[config.mk]
export PLATFORM = sky130hd
export DESIGN_NAME = shuttle_motor_endstop_controller_core_flat
export DESIGN_NICKNAME = d
export VERILOG_FILES = /design/src/hw/rtl/smec_pkg.sv /design/src/hw/rtl/smec_if.sv /design/src/hw/rtl/smec_cfg_regs.sv /design/src/hw/rtl/smec_step.sv /design/src/hw/rtl/shuttle_motor_endstop_controller_core.sv /design/src/flat_wrapper.sv
export SDC_FILE = /design/constraint.sdc
export NUM_CORES = 1
export LEC_CHECK = 0
export BUFFER_PORTS_ARGS = -buffer_cell sky130_fd_sc_hd__buf_2
export CORE_ASPECT_RATIO = 0.5
export CORE_MARGIN = 8
export CORE_UTILIZATION = 63
export DETAILED_ROUTE_END_ITERATION = 10
export GPL_TIMING_DRIVEN = 0
export PLACE_DENSITY = 0.86
export SYNTH_ARGS = -nofsm -noshare
export SYNTH_HDL_FRONTEND = slang
export SYNTH_SLANG_ARGS = --single-unit
[constraint.sdc]
create_clock -name i_clk -period 11.3 [get_ports i_clk]
set_input_delay 2.26 -clock i_clk [delete_from_list [all_inputs] [get_ports i_clk]]
set_output_delay 2.26 -clock i_clk [all_outputs]
set_load 0.1 [all_outputs]
[src/hw/rtl/smec_pkg.sv]
// ----------------------------------------------------------------------------
// smec_pkg
// Codes and control types shared by the shuttle motor end-stop controller.
// ----------------------------------------------------------------------------
package smec_pkg;

    localparam logic [1:0] CMD_TICK     = 2'd0;
    localparam logic [1:0] CMD_SET_MODE = 2'd1;
    localparam logic [1:0] CMD_CLEAR    = 2'd2;

    localparam logic [1:0] MODE_STOP = 2'd0;
    localparam logic [1:0] MODE_FWD  = 2'd1;
    localparam logic [1:0] MODE_BACK = 2'd2;
    localparam logic [1:0] MODE_AUTO = 2'd3;

    localparam logic [1:0] END_NONE  = 2'd0;
    localparam logic [1:0] END_FRONT = 2'd1;
    localparam logic [1:0] END_BACK  = 2'd2;

    localparam int         CFG_INDEX_BITS    = 1;
    localparam logic [0:0] CFG_DETECT_LEVEL  = 1'b0;
    localparam logic [0:0] CFG_FORWARD_LIMIT = 1'b1;

    localparam logic [9:0] DETECT_RESET = 10'd1023;

    typedef struct packed {
        logic [1:0] run_mode;
        logic [1:0] motion;
        logic [1:0] last_end;
        logic       encoder_previous;
        logic       forward_drive;
        logic       backward_drive;
    } t_ctrl;

endpackage

[src/hw/rtl/smec_if.sv]
// ----------------------------------------------------------------------------
// smec_if
// Valid/ready channels for command items and result items.
// ----------------------------------------------------------------------------
interface smec_in_if #(
    parameter int SAMPLE_BITS = 10
) ();
    logic                   valid;
    logic                   ready;
    logic [1:0]             cmd;
    logic [1:0]             new_mode;
    logic [SAMPLE_BITS-1:0] front_level;
    logic [SAMPLE_BITS-1:0] back_level;
    logic                   encoder_pin;

    modport source (
        output valid, cmd, new_mode, front_level, back_level, encoder_pin,
        input  ready
    );
    modport sink (
        input  valid, cmd, new_mode, front_level, back_level, encoder_pin,
        output ready
    );
endinterface

interface smec_out_if #(
    parameter int COUNT_BITS = 16
) ();
    logic                         valid;
    logic                         ready;
    logic                         drive_forward;
    logic                         drive_backward;
    logic [1:0]                   motion_status;
    logic [1:0]                   mode_now;
    logic signed [COUNT_BITS-1:0] encoder_count;

    modport source (
        output valid, drive_forward, drive_backward, motion_status, mode_now,
               encoder_count,
        input  ready
    );
    modport sink (
        input  valid, drive_forward, drive_backward, motion_status, mode_now,
               encoder_count,
        output ready
    );
endinterface

[src/hw/rtl/smec_cfg_regs.sv]
// ----------------------------------------------------------------------------
// smec_cfg_regs
// Detect level and forward limit registers behind the write port.
// ----------------------------------------------------------------------------
module smec_cfg_regs #(
    parameter int SAMPLE_BITS = 10,
    parameter int COUNT_BITS  = 16,
    parameter int CFG_BITS    = 16
) (
    input  logic                                i_clk,
    input  logic                                i_rst_n,
    input  logic                                i_cfg_we,
    input  logic [smec_pkg::CFG_INDEX_BITS-1:0] i_cfg_index,
    input  logic [CFG_BITS-1:0]                 i_cfg_data,
    output logic [SAMPLE_BITS-1:0]              o_detect_level,
    output logic signed [COUNT_BITS-1:0]        o_forward_limit
);

    logic [SAMPLE_BITS-1:0]       r_detect_level;
    logic signed [COUNT_BITS-1:0] r_forward_limit;

    always_ff @(posedge i_clk) begin
        if (!i_rst_n) begin
            r_detect_level  <= SAMPLE_BITS'(smec_pkg::DETECT_RESET);
            r_forward_limit <= '0;
        end else if (i_cfg_we) begin
            case (i_cfg_index)
                smec_pkg::CFG_DETECT_LEVEL: begin
                    r_detect_level <= i_cfg_data[SAMPLE_BITS-1:0];
                end
                smec_pkg::CFG_FORWARD_LIMIT: begin
                    r_forward_limit <= $signed(i_cfg_data[COUNT_BITS-1:0]);
                end
                default: begin
                end
            endcase
        end
    end

    assign o_detect_level  = r_detect_level;
    assign o_forward_limit = r_forward_limit;

endmodule

[src/hw/rtl/smec_step.sv]
// ----------------------------------------------------------------------------
// smec_step
// Next-state logic for one command item: end detection, mode handling,
// encoder edge counting and count clearing.
// ----------------------------------------------------------------------------
module smec_step #(
    parameter int SAMPLE_BITS = 10,
    parameter int COUNT_BITS  = 16
) (
    input  smec_pkg::t_ctrl               i_ctrl,
    input  logic signed [COUNT_BITS-1:0]  i_count,
    input  logic [1:0]                    i_cmd,
    input  logic [1:0]                    i_new_mode,
    input  logic [SAMPLE_BITS-1:0]        i_front_level,
    input  logic [SAMPLE_BITS-1:0]        i_back_level,
    input  logic                          i_encoder_pin,
    input  logic [SAMPLE_BITS-1:0]        i_detect_level,
    input  logic signed [COUNT_BITS-1:0]  i_forward_limit,
    output smec_pkg::t_ctrl               o_ctrl,
    output logic signed [COUNT_BITS-1:0]  o_count
);

    logic front_hit;
    logic back_hit;
    logic limit_hit;

    assign front_hit = (i_front_level >= i_detect_level);
    assign back_hit  = (i_back_level >= i_detect_level);
    assign limit_hit = (i_ctrl.motion == smec_pkg::MODE_FWD) && (i_count >= i_forward_limit);

    always_comb begin
        smec_pkg::t_ctrl             c;
        logic signed [COUNT_BITS-1:0] n;
        logic                        run_fwd;
        logic                        run_back;
        c        = i_ctrl;
        n        = i_count;
        run_fwd  = 1'b0;
        run_back = 1'b0;
        case (i_cmd)
            smec_pkg::CMD_TICK: begin
                if (limit_hit) begin
                    c.last_end = smec_pkg::END_FRONT;
                end
                case (i_ctrl.run_mode)
                    smec_pkg::MODE_STOP: begin
                        c.motion         = smec_pkg::MODE_STOP;
                        c.forward_drive  = 1'b0;
                        c.backward_drive = 1'b0;
                    end
                    smec_pkg::MODE_FWD: begin
                        run_fwd = 1'b1;
                    end
                    smec_pkg::MODE_BACK: begin
                        run_back = 1'b1;
                    end
                    default: begin
                        if (c.last_end == smec_pkg::END_FRONT) begin
                            run_back = 1'b1;
                        end else begin
                            run_fwd = 1'b1;
                        end
                    end
                endcase
                if (run_fwd) begin
                    c.motion         = smec_pkg::MODE_FWD;
                    c.forward_drive  = 1'b1;
                    c.backward_drive = 1'b0;
                    if (front_hit) begin
                        c.run_mode      = smec_pkg::MODE_STOP;
                        c.motion        = smec_pkg::MODE_STOP;
                        c.last_end      = smec_pkg::END_FRONT;
                        c.forward_drive = 1'b0;
                    end
                end
                if (run_back) begin
                    c.motion         = smec_pkg::MODE_BACK;
                    c.forward_drive  = 1'b0;
                    c.backward_drive = 1'b1;
                    if (back_hit) begin
                        c.run_mode       = smec_pkg::MODE_STOP;
                        c.motion         = smec_pkg::MODE_STOP;
                        c.last_end       = smec_pkg::END_BACK;
                        c.backward_drive = 1'b0;
                        n                = '0;
                    end
                end
                if (i_ctrl.run_mode == smec_pkg::MODE_AUTO) begin
                    c.run_mode = smec_pkg::MODE_AUTO;
                end
                if (i_encoder_pin != i_ctrl.encoder_previous) begin
                    if (c.motion == smec_pkg::MODE_FWD) begin
                        n = n + COUNT_BITS'(1);
                    end else if (c.motion == smec_pkg::MODE_BACK) begin
                        n = n - COUNT_BITS'(1);
                    end
                end
                c.encoder_previous = i_encoder_pin;
            end
            smec_pkg::CMD_SET_MODE: begin
                c.run_mode = i_new_mode;
                if (i_new_mode != smec_pkg::MODE_AUTO) begin
                    c.motion = i_new_mode;
                end
            end
            smec_pkg::CMD_CLEAR: begin
                n = '0;
            end
            default: begin
            end
        endcase
        o_ctrl  = c;
        o_count = n;
    end

endmodule

[src/hw/rtl/shuttle_motor_endstop_controller_core.sv]
// ----------------------------------------------------------------------------
// shuttle_motor_endstop_controller_core
// Two-direction motor control with front and back end sensors, auto
// shuttling and a single-pin encoder count.
// ----------------------------------------------------------------------------
//  Channel   Dir  Handshake           Payload
//  i_in      in   valid/ready         cmd, new_mode, front_level, back_level,
//                                     encoder_pin
//  o_out     out  valid/ready         drive_forward, drive_backward,
//                                     motion_status, mode_now, encoder_count
//  i_cfg_*   in   write enable only   detect_level (0), forward_limit (1)
//
// One item per cycle sustained while results are taken; each item is held in
// the input register, and its result is then registered in the result
// register, from which it is offered.
// Synchronous active-low reset clears control state, count and valid bits.
// A stalled result holds in the result register while one more item waits in
// the input register; the input side stalls only when both are full.
// ----------------------------------------------------------------------------
module shuttle_motor_endstop_controller_core #(
    parameter int SAMPLE_BITS = 10,
    parameter int COUNT_BITS  = 16
) (
    input  logic                                i_clk,
    input  logic                                i_rst_n,
    smec_in_if.sink                             i_in,
    smec_out_if.source                          o_out,
    input  logic                                i_cfg_we,
    input  logic [smec_pkg::CFG_INDEX_BITS-1:0] i_cfg_index,
    input  logic [((SAMPLE_BITS > COUNT_BITS) ? SAMPLE_BITS : COUNT_BITS)-1:0] i_cfg_data
);

    localparam int CFG_BITS = (SAMPLE_BITS > COUNT_BITS) ? SAMPLE_BITS : COUNT_BITS;

    logic [SAMPLE_BITS-1:0]       detect_level;
    logic signed [COUNT_BITS-1:0] forward_limit;

    logic                   r_in_valid;
    logic [1:0]             r_in_cmd;
    logic [1:0]             r_in_new_mode;
    logic [SAMPLE_BITS-1:0] r_in_front;
    logic [SAMPLE_BITS-1:0] r_in_back;
    logic                   r_in_pin;

    smec_pkg::t_ctrl              r_ctrl;
    smec_pkg::t_ctrl              n_ctrl;
    logic signed [COUNT_BITS-1:0] r_count;
    logic signed [COUNT_BITS-1:0] n_count;

    logic                         r_out_valid;
    smec_pkg::t_ctrl              r_out_ctrl;
    logic signed [COUNT_BITS-1:0] r_out_count;

    logic advance;
    logic in_accept;

    smec_cfg_regs #(
        .SAMPLE_BITS (SAMPLE_BITS),
        .COUNT_BITS  (COUNT_BITS),
        .CFG_BITS    (CFG_BITS)
    ) u_cfg (
        .i_clk           (i_clk),
        .i_rst_n         (i_rst_n),
        .i_cfg_we        (i_cfg_we),
        .i_cfg_index     (i_cfg_index),
        .i_cfg_data      (i_cfg_data),
        .o_detect_level  (detect_level),
        .o_forward_limit (forward_limit)
    );

    smec_step #(
        .SAMPLE_BITS (SAMPLE_BITS),
        .COUNT_BITS  (COUNT_BITS)
    ) u_step (
        .i_ctrl          (r_ctrl),
        .i_count         (r_count),
        .i_cmd           (r_in_cmd),
        .i_new_mode      (r_in_new_mode),
        .i_front_level   (r_in_front),
        .i_back_level    (r_in_back),
        .i_encoder_pin   (r_in_pin),
        .i_detect_level  (detect_level),
        .i_forward_limit (forward_limit),
        .o_ctrl          (n_ctrl),
        .o_count         (n_count)
    );

    assign advance    = r_in_valid && (!r_out_valid || o_out.ready);
    assign i_in.ready = !r_in_valid || advance;
    assign in_accept  = i_in.valid && i_in.ready;

    always_ff @(posedge i_clk) begin
        if (!i_rst_n) begin
            r_in_valid  <= 1'b0;
            r_out_valid <= 1'b0;
            r_ctrl      <= '{run_mode: smec_pkg::MODE_STOP, motion: smec_pkg::MODE_STOP,
                             last_end: smec_pkg::END_NONE, encoder_previous: 1'b0,
                             forward_drive: 1'b0, backward_drive: 1'b0};
            r_count     <= '0;
        end else begin
            if (in_accept) begin
                r_in_valid <= 1'b1;
            end else if (advance) begin
                r_in_valid <= 1'b0;
            end
            if (advance) begin
                r_out_valid <= 1'b1;
                r_ctrl      <= n_ctrl;
                r_count     <= n_count;
            end else if (o_out.ready) begin
                r_out_valid <= 1'b0;
            end
        end
    end

    always_ff @(posedge i_clk) begin
        if (in_accept) begin
            r_in_cmd      <= i_in.cmd;
            r_in_new_mode <= i_in.new_mode;
            r_in_front    <= i_in.front_level;
            r_in_back     <= i_in.back_level;
            r_in_pin      <= i_in.encoder_pin;
        end
        if (advance) begin
            r_out_ctrl  <= n_ctrl;
            r_out_count <= n_count;
        end
    end

    assign o_out.valid          = r_out_valid;
    assign o_out.drive_forward  = r_out_ctrl.forward_drive;
    assign o_out.drive_backward = r_out_ctrl.backward_drive;
    assign o_out.motion_status  = r_out_ctrl.motion;
    assign o_out.mode_now       = r_out_ctrl.run_mode;
    assign o_out.encoder_count  = r_out_count;

endmodule

[src/flat_wrapper.sv]
// flat-port wrapper written by rule: the top's interface ports become plain ports
module shuttle_motor_endstop_controller_core_flat 
#(
    parameter int SAMPLE_BITS = 10,
    parameter int COUNT_BITS  = 16
)
  (i_clk, i_rst_n, i_cfg_we, i_cfg_index, i_cfg_data, i_in_valid, i_in_cmd, i_in_new_mode, i_in_front_level, i_in_back_level, i_in_encoder_pin, i_in_ready, o_out_valid, o_out_drive_forward, o_out_drive_backward, o_out_motion_status, o_out_mode_now, o_out_encoder_count, o_out_ready);
  smec_in_if #(.SAMPLE_BITS(SAMPLE_BITS)) i_in_i ();
  smec_out_if #(.COUNT_BITS(COUNT_BITS)) o_out_i ();
  input  logic i_clk;
  input  logic i_rst_n;
  input  logic i_cfg_we;
  input  logic [smec_pkg::CFG_INDEX_BITS-1:0] i_cfg_index;
  input  logic [((SAMPLE_BITS > COUNT_BITS) ? SAMPLE_BITS : COUNT_BITS)-1:0] i_cfg_data;
  input wire logic [$bits(i_in_i.valid)-1:0] i_in_valid;
  input wire logic [$bits(i_in_i.cmd)-1:0] i_in_cmd;
  input wire logic [$bits(i_in_i.new_mode)-1:0] i_in_new_mode;
  input wire logic [$bits(i_in_i.front_level)-1:0] i_in_front_level;
  input wire logic [$bits(i_in_i.back_level)-1:0] i_in_back_level;
  input wire logic [$bits(i_in_i.encoder_pin)-1:0] i_in_encoder_pin;
  output wire logic [$bits(i_in_i.ready)-1:0] i_in_ready;
  output wire logic [$bits(o_out_i.valid)-1:0] o_out_valid;
  output wire logic [$bits(o_out_i.drive_forward)-1:0] o_out_drive_forward;
  output wire logic [$bits(o_out_i.drive_backward)-1:0] o_out_drive_backward;
  output wire logic [$bits(o_out_i.motion_status)-1:0] o_out_motion_status;
  output wire logic [$bits(o_out_i.mode_now)-1:0] o_out_mode_now;
  output wire logic [$bits(o_out_i.encoder_count)-1:0] o_out_encoder_count;
  input wire logic [$bits(o_out_i.ready)-1:0] o_out_ready;
  assign i_in_i.valid = i_in_valid;
  assign i_in_i.cmd = i_in_cmd;
  assign i_in_i.new_mode = i_in_new_mode;
  assign i_in_i.front_level = i_in_front_level;
  assign i_in_i.back_level = i_in_back_level;
  assign i_in_i.encoder_pin = i_in_encoder_pin;
  assign i_in_ready = i_in_i.ready;
  assign o_out_valid = o_out_i.valid;
  assign o_out_drive_forward = o_out_i.drive_forward;
  assign o_out_drive_backward = o_out_i.drive_backward;
  assign o_out_motion_status = o_out_i.motion_status;
  assign o_out_mode_now = o_out_i.mode_now;
  assign o_out_encoder_count = o_out_i.encoder_count;
  assign o_out_i.ready = o_out_ready;
  shuttle_motor_endstop_controller_core #(.SAMPLE_BITS(SAMPLE_BITS), .COUNT_BITS(COUNT_BITS)) u_core (.i_clk(i_clk), .i_rst_n(i_rst_n), .i_in(i_in_i), .o_out(o_out_i), .i_cfg_we(i_cfg_we), .i_cfg_index(i_cfg_index), .i_cfg_data(i_cfg_data));
endmodule
==> results.ini <==
[sta]
setup_viol = 0
rsz0062_at_grt = false
tns_ns = 0
finalCritPeriodShare_pct = 46.3
period_needed_ns = 5.23
holdWs_ns = 0.465
tightest_slew_ns = 1.05
finalClockSkew_ns = 0.00945
report.final.slew_viol_count = 0
hold_violations = 0
fmax_mhz = 191
slew-limit-headroom_pct = 29.8

[detailed_routing]
vias_per_cell = 6.18
ant_nets = 0
wire_per_inst_um = 18.7
drc = 0
vias = 4842
drtIter0Drc = 560
firstDrtPassIters = 6
wl_um = 14700

[global_route]
grt_max_degree = 29
grtUsageMet1_pct = 30.4
grt_pass1_wl_um = 23400
use_met3_pct = 6.65
grt_pass1_vias = 4654
antenna_found_initial = 0
track_usage_pct = 24.9
busiest_layer = met2
grt_overflow = 0
use_met2_pct = 41.4

[run]
maxCapViolations = 0

[yosys]
synth_fa_ha_area_share_pct = 8.75
synth_edf_count = 47
synth_cells = 582
synthArstFlopShare_pct = 0
synth-compound-area-share_pct = 22.2
postSynthAreaPerCell_sq_um = 9.33
synthDistinctLibCells = 65
synth_top_family_by_area = compound AO/OA/AOI/OAI gates
synth_xor_xnor_area_share_pct = 0.322
syn_nets = 667
synth_ff_type = dfxtp_1
synth_simple_gate_area_share_pct = 18.4
syn-cell-area_sq_mm = 0.00543
yosys_register_bits = 100
ys_seq_area_share_pct = 45.5
muxShareOfSynthArea_pct = 0.392
synth_warnings = 0

[placement]
dpl.hpwl_um = 10900
place_congestion = 0.980
dpl_cell_area_sq_mm = 0.00592
port-buffer-count = 69

[power]
p_int_w = 0.000600
clkPwrFrac_pct = 36.1
power.density_mw_per_mm2 = 134
power.leakage_nw = 2.51
p_comb_share_pct = 15.8
p_sw_w = 0.000236
ir_worst_vdd_v = 0.0000925
p_sw_share_pct = 28.2
power_w = 0.000836
seq_power_share_pct = 48.1

[run_status]
status = complete, no violations

[critical_path]
start_kind = primary input
crit_path_start = o_out_ready
arrival_ns = 2.97
r2r_start = u_core.r_count[8]
timing.reg2reg.worst_path_depth = 15
critical_path_class = in -> out
cp-end-kind = output port
worstPathRequired_ns = 9.04
crit_fanout = 4

[finish]
syn_to_final_growth_pct = 14.4
design_area_sq_mm = 0.00621
diodes = 0
final_common_cell = nand2_1
nNetsFinal = 747
mostFrequentLayoutCells = nand2_1, buf_2, dfxtp_1
drive_above_1_share_pct = 15.0

[floorplan]
die_area_sq_mm = 0.0120
placementRows = 24
dieHeight_um = 81.7
initial_utilization_pct = 63.7
pin_count = 71
die_w_um = 147
core_sq_mm = 0.00853

[clocking]
post_cts_buffers = 0
clockBufferDepth = 2
cts_tree = yes
postCtsHoldBufs = 0
ctsResizeCount = 0
h-tree-depth = 3
numCtsBuffers = 9
cts.sinks = 100
cts.clk_slew.worst_paths_ns = 0.07
clkLatencyLatePin_ns = 0.35
cts_root_buf = clkbuf_16

[worst_hold_path]
holdPathStages = 2
min_path_type = reg -> reg
holdCritStartpoint = u_core.u_cfg.o_forward_limit[13]

## power groups by stage
| stage | combinational (W) | sequential (W) | clock (W) |
|---|---|---|---|
| after CTS | 0.000130 | 0.000402 | 0.000302 |
| after global routing | 0.000143 | 0.000404 | 0.000320 |
| after global placement | 0.000126 | 0.000409 | 0 |
| final | 0.000132 | 0.000402 | 0.000302 |
| after detailed placement | 0.000129 | 0.000410 | 0 |
| after floorplan | 0.0000696 | 0.000432 | 0 |
## path summary, 6_finish.rpt
check / to / slack (ns)
setup reg to reg: u_core.r_count[14] / 6.49
setup / recovery: i_in_ready / 6.07
hold / removal: u_core.u_cfg.o_forward_limit[13] / 0.47
hold reg to reg: u_core.u_cfg.o_forward_limit[13] / 0.47
## state kept, by name, summed over array words and instances (netlist names), 9 cells and up
register,count
u_core.o_out.encoder_count,16
u_core.r_count,16
u_core.r_ctrl,9
u_core.r_in_back,10
u_core.r_in_front,10
u_core.u_cfg.o_detect_level,10
u_core.u_cfg.o_forward_limit,16
## cell type report
| class | instances | area, sq um |
|---|---|---|
| timing repair buffer | 69 | 345 |
| multi-input combinational | 419 | 2720 |
| clock buffer | 12 | 258 |
| inverter | 42 | 158 |
| fill | 650 | 2310 |
| buffer | 21 | 82.6 |
| clock inverter | 4 | 31.3 |
| tap | 117 | 146 |
| sequential | 100 | 2470 |
## synth_stat cells (4+ instances only)
cell type	n	area, sq um
a21boi_1	7	52.6
nor3_1	9	45.0
o211ai_1	16	120
o21ai_0	35	175
dfxtp_1	53	1060
a21oi_1	36	180
a21boi_0	22	165
nand4_1	7	43.8
nand3_1	10	50.1
and2_1	7	43.8
nor2b_1	6	37.5
nor2_1	33	124
edfxtp_1	47	1410
a211oi_1	4	30.0
a21o_1	7	52.6
clkbuf_1	18	67.6
inv_1	40	150
nor4_1	7	43.8
or3_1	9	56.3
ha_1	38	475
nand2_1	87	327
and3_1	5	31.3
o21a_1	10	75.1
o31ai_1	8	60.1
## critical path, cell delays in order
cell and delay (ns):
buf_2 0.10, nor2b_1 0.21, nand2_1 0.10, buf_2 0.30
## stage by stage
stage	util (%)	cells	setup WS, ns
after floorplan	-	582	6.02
after global placement	69.5	768	6.10
after detailed placement	69.5	768	6.09
after CTS	72.9	784	6.09
after global routing	72.9	784	6.04
final	72.9	784	6.07
## logic make-up (layout without fill, tap and decap cells)
family                   after synthesis  count (layout)
flip-flops                           100             100
AND/OR/NAND/NOR                      200             200
AO/OA/AOI/OAI                        177             177
buffers and inverters                 63             148
XOR/XNOR                               2               2
multiplexers                           2               2
adder cells (fa/ha/maj)               38              38
## routing by layer
layer	share of wire [%]	wire length, um	vias up
met1	40	5940	2243
met5	0	0	-
met2	45	6570	276
met4	3.0	439	0
met3	12	1730	38
li1	-	-	2285
No activity file was read; power rests on OpenSTA's default activity.
